### src/hdl/vnorm_pkg.sv
// shared widths and sideband types for the vector normalize pipeline
// no dependencies
package vnorm_pkg;

  localparam int COMP_W     = 32;            // input component width
  localparam int SQ_W       = 2 * COMP_W;    // squared length width
  localparam int ROOT_W     = SQ_W / 2;      // square root width
  localparam int REM_W      = ROOT_W + 1;    // root remainder width
  localparam int UNIT_SHIFT = 30;            // unit output fraction bits
  localparam int QUO_W      = UNIT_SHIFT + 1;
  localparam int IN_W       = 3 * COMP_W;
  localparam int OUT_W      = 4 * COMP_W;

  // per-item data carried beside the square root pipeline
  typedef struct packed {
    logic [2:0][COMP_W-1:0] mag;
    logic [2:0]             neg;
    logic                   zero;
  } sqrt_side_t;

  // per-item data carried beside the divider pipeline
  typedef struct packed {
    logic [ROOT_W-1:0] len;
    logic [2:0]        neg;
    logic              zero;
  } div_side_t;

endpackage

### src/hdl/vnorm_div.sv
// pipelined restoring divider, one quotient bit per stage
// depends on vnorm_pkg; quotient is num * 2^30 / den for num <= den
module vnorm_div import vnorm_pkg::*; (
  input  logic              clk,
  input  logic              en,
  input  logic [COMP_W-1:0] num,
  input  logic [COMP_W-1:0] den,
  output logic [QUO_W-1:0]  quo
);

  logic [COMP_W-1:0] rem [QUO_W];
  logic [COMP_W-1:0] dd  [QUO_W];
  logic [QUO_W-1:0]  qq  [QUO_W];

  // leading bit: set when num is at least den, so only when num equals den for num <= den
  always_ff @(posedge clk) begin
    if (en) begin
      rem[0] <= (num >= den) ? (num - den) : num;
      qq[0]  <= {{(QUO_W-1){1'b0}}, (num >= den)};
      dd[0]  <= den;
    end
  end

  for (genvar k = 1; k < QUO_W; k++) begin : g_step
    logic [COMP_W:0] r;
    logic [COMP_W:0] diff;
    logic            ge;
    assign r    = {rem[k-1], 1'b0};
    assign diff = r - {1'b0, dd[k-1]};
    assign ge   = (r >= {1'b0, dd[k-1]});
    always_ff @(posedge clk) begin
      if (en) begin
        rem[k] <= ge ? diff[COMP_W-1:0] : r[COMP_W-1:0];
        qq[k]  <= {qq[k-1][QUO_W-2:0], ge};
        dd[k]  <= dd[k-1];
      end
    end
  end

  assign quo = qq[QUO_W-1];

endmodule

### config.mk
export PLATFORM = sky130hd
export DESIGN_NAME = vnorm_div
export DESIGN_NICKNAME = d
export VERILOG_FILES = /design/src/hdl/vnorm_pkg.sv /design/src/hdl/vnorm_div.sv
export SDC_FILE = /design/constraint.sdc
export NUM_CORES = 2
export LEC_CHECK = 0
export ABC_AREA = 0
export BUFFER_PORTS_ARGS = -buffer_cell sky130_fd_sc_hd__buf_2
export CAP_MARGIN = 20
export CORE_MARGIN = 2
export CORE_UTILIZATION = 23
export DETAILED_ROUTE_END_ITERATION = 12
export SETUP_SLACK_MARGIN = 0.15
export SLEW_MARGIN = 20
export SYNTH_ARGS = -nofsm -noshare
export SYNTH_HDL_FRONTEND = slang
export SYNTH_SLANG_ARGS = --single-unit
### constraint.sdc
create_clock -name clk -period 7.7 [get_ports clk]
set_input_delay 0.385 -clock clk [delete_from_list [all_inputs] [get_ports clk]]
set_output_delay 0.385 -clock clk [all_outputs]
set_load 0.03 [all_outputs]
## Word level (Yosys, flattened, before mapping)

Memories as Yosys holds them, arrays and structs flattened.
Index checks and enable logic that the tools add are counted.

- Register bits after elaboration: 0
- RAM bits: 2945
- Output and inout bits: 31
- Logic and storage cells: 98
- Memories: 3

Memory list:

| name | words | width | read ports | clocked after Yosys merged registers in | wr ports | line | source |
|---|---|---|---|---|---|---|---|
| dd | 31 | 32 | 30 | 0 | 31 | vnorm_div.sv:12 | `logic [COMP_W-1:0] dd [QUO_W];` |
| rem | 31 | 32 | 30 | 0 | 31 | vnorm_div.sv:11 | `logic [COMP_W-1:0] rem [QUO_W];` |
| qq | 31 | 31 | 31 | 0 | 31 | vnorm_div.sv:13 | `logic [QUO_W-1:0] qq [QUO_W];` |

- $add $sub $neg: 31
- $lt $le $gt $ge: 31
- Multiplexer cells: 33

Operators by type and width:

| kind | number |
|---|---|
| 32-bit two-way mux | 31 |
| 32-bit subtractor | 31 |
| 33-bit by 32-bit >= comparator with 1-bit output | 30 |
| 32-bit >= comparator | 1 |
| 1-bit two-way mux | 2 |

## Longest topological paths before layout

An unclocked memory read counts as a cell.

- Word-level depth: 3
- Gate-level depth with buffers: 17
- Gate-level depth less buffers: 15

## Worst setup path before layout

Ideal clock, no wire load.

- Kind: register to register
- Start point: memory rem[2][3]
- End point: memory rem[3][10] (data pin)
- Library setup time: 262 ps
- Arrival time: 3390 ps
- Slack: 4048 ps
- Cell stages (with the launch flop): 15
- Buffers on the path: 1
- Clock period less this slack: 3652 ps
- Path through: edfxtp_1 > ha_1 > o21a_1 > o21ai_1 > nand2b_1 > and3_1 > a221o_1 > o221ai_2 > o21a_2 > o21a_2 > a21bo_4 > a211oi_1 > a2111oi_4 > buf_6 > mux2_1

RTL lines:

| element | line |
|---|---|
| start: declaration | vnorm_div.sv:11 |

==> results.ini <==
[detailed_routing]
drt.antenna.violating_nets = 0
dr_total_vias = 88300
vias_per_cell = 4.37
drc = 0
wl_um = 302000
dr.pass1.iters = 6
initialDrtViolationCount = 5654
detail_route.wl_per_cell_um = 15.0

[placement]
dpl_cell_area_mm2 = 0.144
place_hpwl_um = 223000
place_inst = 19600
preCtsSetupSlack_ns = 2.81
io_buffers = 96
gp_congestion = 0.879

[worst_setup_path]
crit_chain = ha_1 > nor2b_1 > o31ai_2 > a21oi_1 > a211oi_2 > o22ai_1 > o41a_1 > a41oi_2 > a21oi_1 > a211o_1 > a211oi_4 > buf_4 > mux2_2
worstReg2RegEnd = rem[13][3]$_DFFE_PP_
cp_max_fo = 35
crit_end = rem[13][3]$_DFFE_PP_
critical_path_class = reg -> reg
end_kind = register
critPathSlowestCell = a211oi_4
regToRegSetupSlack_ns = 2.71
rr_worst_depth = 13
path_common_cell = a21oi_1
crit_family = compound AO/OA/AOI/OAI gates
startpoint = rem[12][0]$_SDFFCE_PN0P_
critical_path.max_stage_delay_ns = 0.85
worst_ep_arrival_time_ns = 5.66
critPathBufInv = 1
startpoint_type = register
timing.rr.start = rem[12][0]$_SDFFCE_PN0P_
worstSetupPathDepth = 13
required_ns = 8.37

[timing]
hold_viol = 0
max_freq_mhz = 200
rsz0062_at_grt = false
drv_slew = 0
finClkSkew_ns = 0.110
max_slew.worst_pin.slew_ns = 1.25
worst_slack_ns = 2.71
post-route-period-util = 0.648
fin_setup_tns_ns = 0
timing.final.crit_period_ns = 4.99
finalSetupViolCount = 0
slew_headroom = 0.170

[floorplanning]
start_util = 0.230
die_x_um = 769
core_area_mm2 = 0.585
die_h_um = 769
dieArea_mm2 = 0.592
io_pins = 97
rows = 281

[cells_and_area]
n_antenna_cell = 0
stdcell_area_mm2 = 0.155
nNetsFinal = 13300
drive_above_1_share = 0.0769
final_cells = 20200
final_cell_mix = edfxtp_1, inv_1, nand2_1
final_common_cell = edfxtp_1
syn2layout_area_growth_pct = 14.9

[power]
p_switching_mw = 24.2
ir_drop_v = 0.000217
pwr-share-comb = 0.440
p_leak_nw = 61.0
switching_share = 0.376
p_int_mw = 40.2
clkPwrFrac = 0.218
pwr-share-seq = 0.342
power_density_mw_per_mm2 = 416

[global_routing]
overflow = 0
grt_first_pass_wirelength_um = 478000
grt_max_degree = 175
grt_pass1_vias = 87300
antenna_found_initial = 1
track_usage = 0.0983

[synthesis]
yosys_warnings = 0
syn_avg_cell_area_um2 = 11.2
ys_seq_area_frac = 0.539
async_reset_ff_frac = 0
syn_area_mm2 = 0.135
netlist-cell-type-count = 105
ys_ff_latch = 2416
synth_ff_type = edfxtp_1
synth_nets = 13100
synth_edf_count = 2416
netlist_instances = 12000

[clock_tree]
post_cts_resized = 0
cts_num_sinks = 2416
insertion_delay_ns = 1.00
root_buffer = clkbuf_16
path_clk_slew_ns = 0.06
htreeDepth = 5
max-clock-path-buffers = 4
cts_setup_buffers = 0
cts_made_buffers = 296
cts_hold_buf = 65
tritoncts = built

[worst_hold_path]
hold_path.class = in -> reg

[run_status]
outcome = complete, no violations

[run]
maxCapViolCount = 0

-- per-layer routing --
metal	up-vias	global-route usage	part of all wire
met1	41900	0.119	0.43
met5	-	0	0
met2	1713	0.174	0.49
met4	0	0.0411	0.046
li1	44100	-	-
met3	624	0.0135	0.038
-- registers in the layout, indices dropped and copies added (netlist names) --
register,count
qq,496
dd,960
rem,960
-- logic make-up after synthesis --
logic type	count (synthesis)	share of synthesized area
muxes	303	0.0254
AOI/OAI and AO/OA	3240	0.149
DFF	2416	0.539
and+or+nand+nor	2615	0.0916
xor gates and xnor gates	811	0.0527
adders and majority gates	1021	0.0965
buffers and inverters	1572	0.0458
-- power by group through the flow --
stage	sequential [mW]	clock, mW	combinational, mW
after floorplan	20.9	0	22.2
after global placement	22.3	0	27.7
after detailed placement	22.3	0	28.1
after CTS	22.0	14.6	28.3
after global routing	22.3	15.1	31.8
final	22.0	14.1	28.4
-- cell type report --
cell class	instances	area (um2)
fill	60600	430000
sequential	2416	72500
multi-input combinational	7990	56300
tap	7782	9740
clock buffer	353	7710
inverter	1258	4720
clock inverter	176	2100
timing repair buffer	218	1760
-- stage by stage --
stage	utilization	power [mW]	hold WS (ns)
finish	0.265	64.4	0.172
global route	0.265	69.2	0.113
CTS	0.265	65.0	0.0442
detailed placement	0.247	50.4	0.405
global placement	0.247	50.0	0.400
floorplan	-	43.1	0.400
-- worst min path at each step --
stage | slack, ns | startpoint | cells past startpoint | end
after global placement | 0.40 | qq[6][120]$_DFFE_PP_ | 0 | qq[7][28]$_DFFE_PP_
final | 0.17 | den[18] | 2 | dd[0][18]$_DFFE_PP_
after CTS | 0.04 | den[18] | 2 | dd[0][18]$_DFFE_PP_
after detailed placement | 0.40 | qq[4][31]$_DFFE_PP_ | 0 | qq[4][63]$_DFFE_PP_
after floorplan | 0.40 | qq[0][0]$_DFFE_PP_ | 0 | qq[0][32]$_DFFE_PP_
after global routing | 0.11 | den[18] | 2 | dd[0][18]$_DFFE_PP_
-- cells in the mapped netlist (32+ instances only) --
cell type,count,area share
xor2_1,355,0.023
buf_2,54,0.0020
and3_1,74,0.0034
or2_2,32,0.0015
nor3_1,140,0.0052
nor2b_1,176,0.0082
a31oi_1,96,0.0045
clkbuf_1,208,0.0058
o31ai_1,59,0.0033
nand3_1,160,0.0059
a21boi_0,41,0.0023
and2_1,32,0.0015
xnor2_1,456,0.030
a211oi_1,68,0.0038
nor4_1,32,0.0015
o21ai_0,960,0.036
nand2_1,998,0.028
ha_1,991,0.092
o211ai_1,32,0.0018
a21oi_1,885,0.033
inv_1,1258,0.035
buf_4,36,0.0020
edfxtp_1,2416,0.54
a21o_1,484,0.027
nor2_1,539,0.015
o21a_1,125,0.0070
o21bai_1,131,0.0073
a211o_1,40,0.0026
nand4_1,159,0.0074
nand2b_1,147,0.0068
mux2_2,262,0.022
No activity file was read; power rests on OpenSTA's default activity.
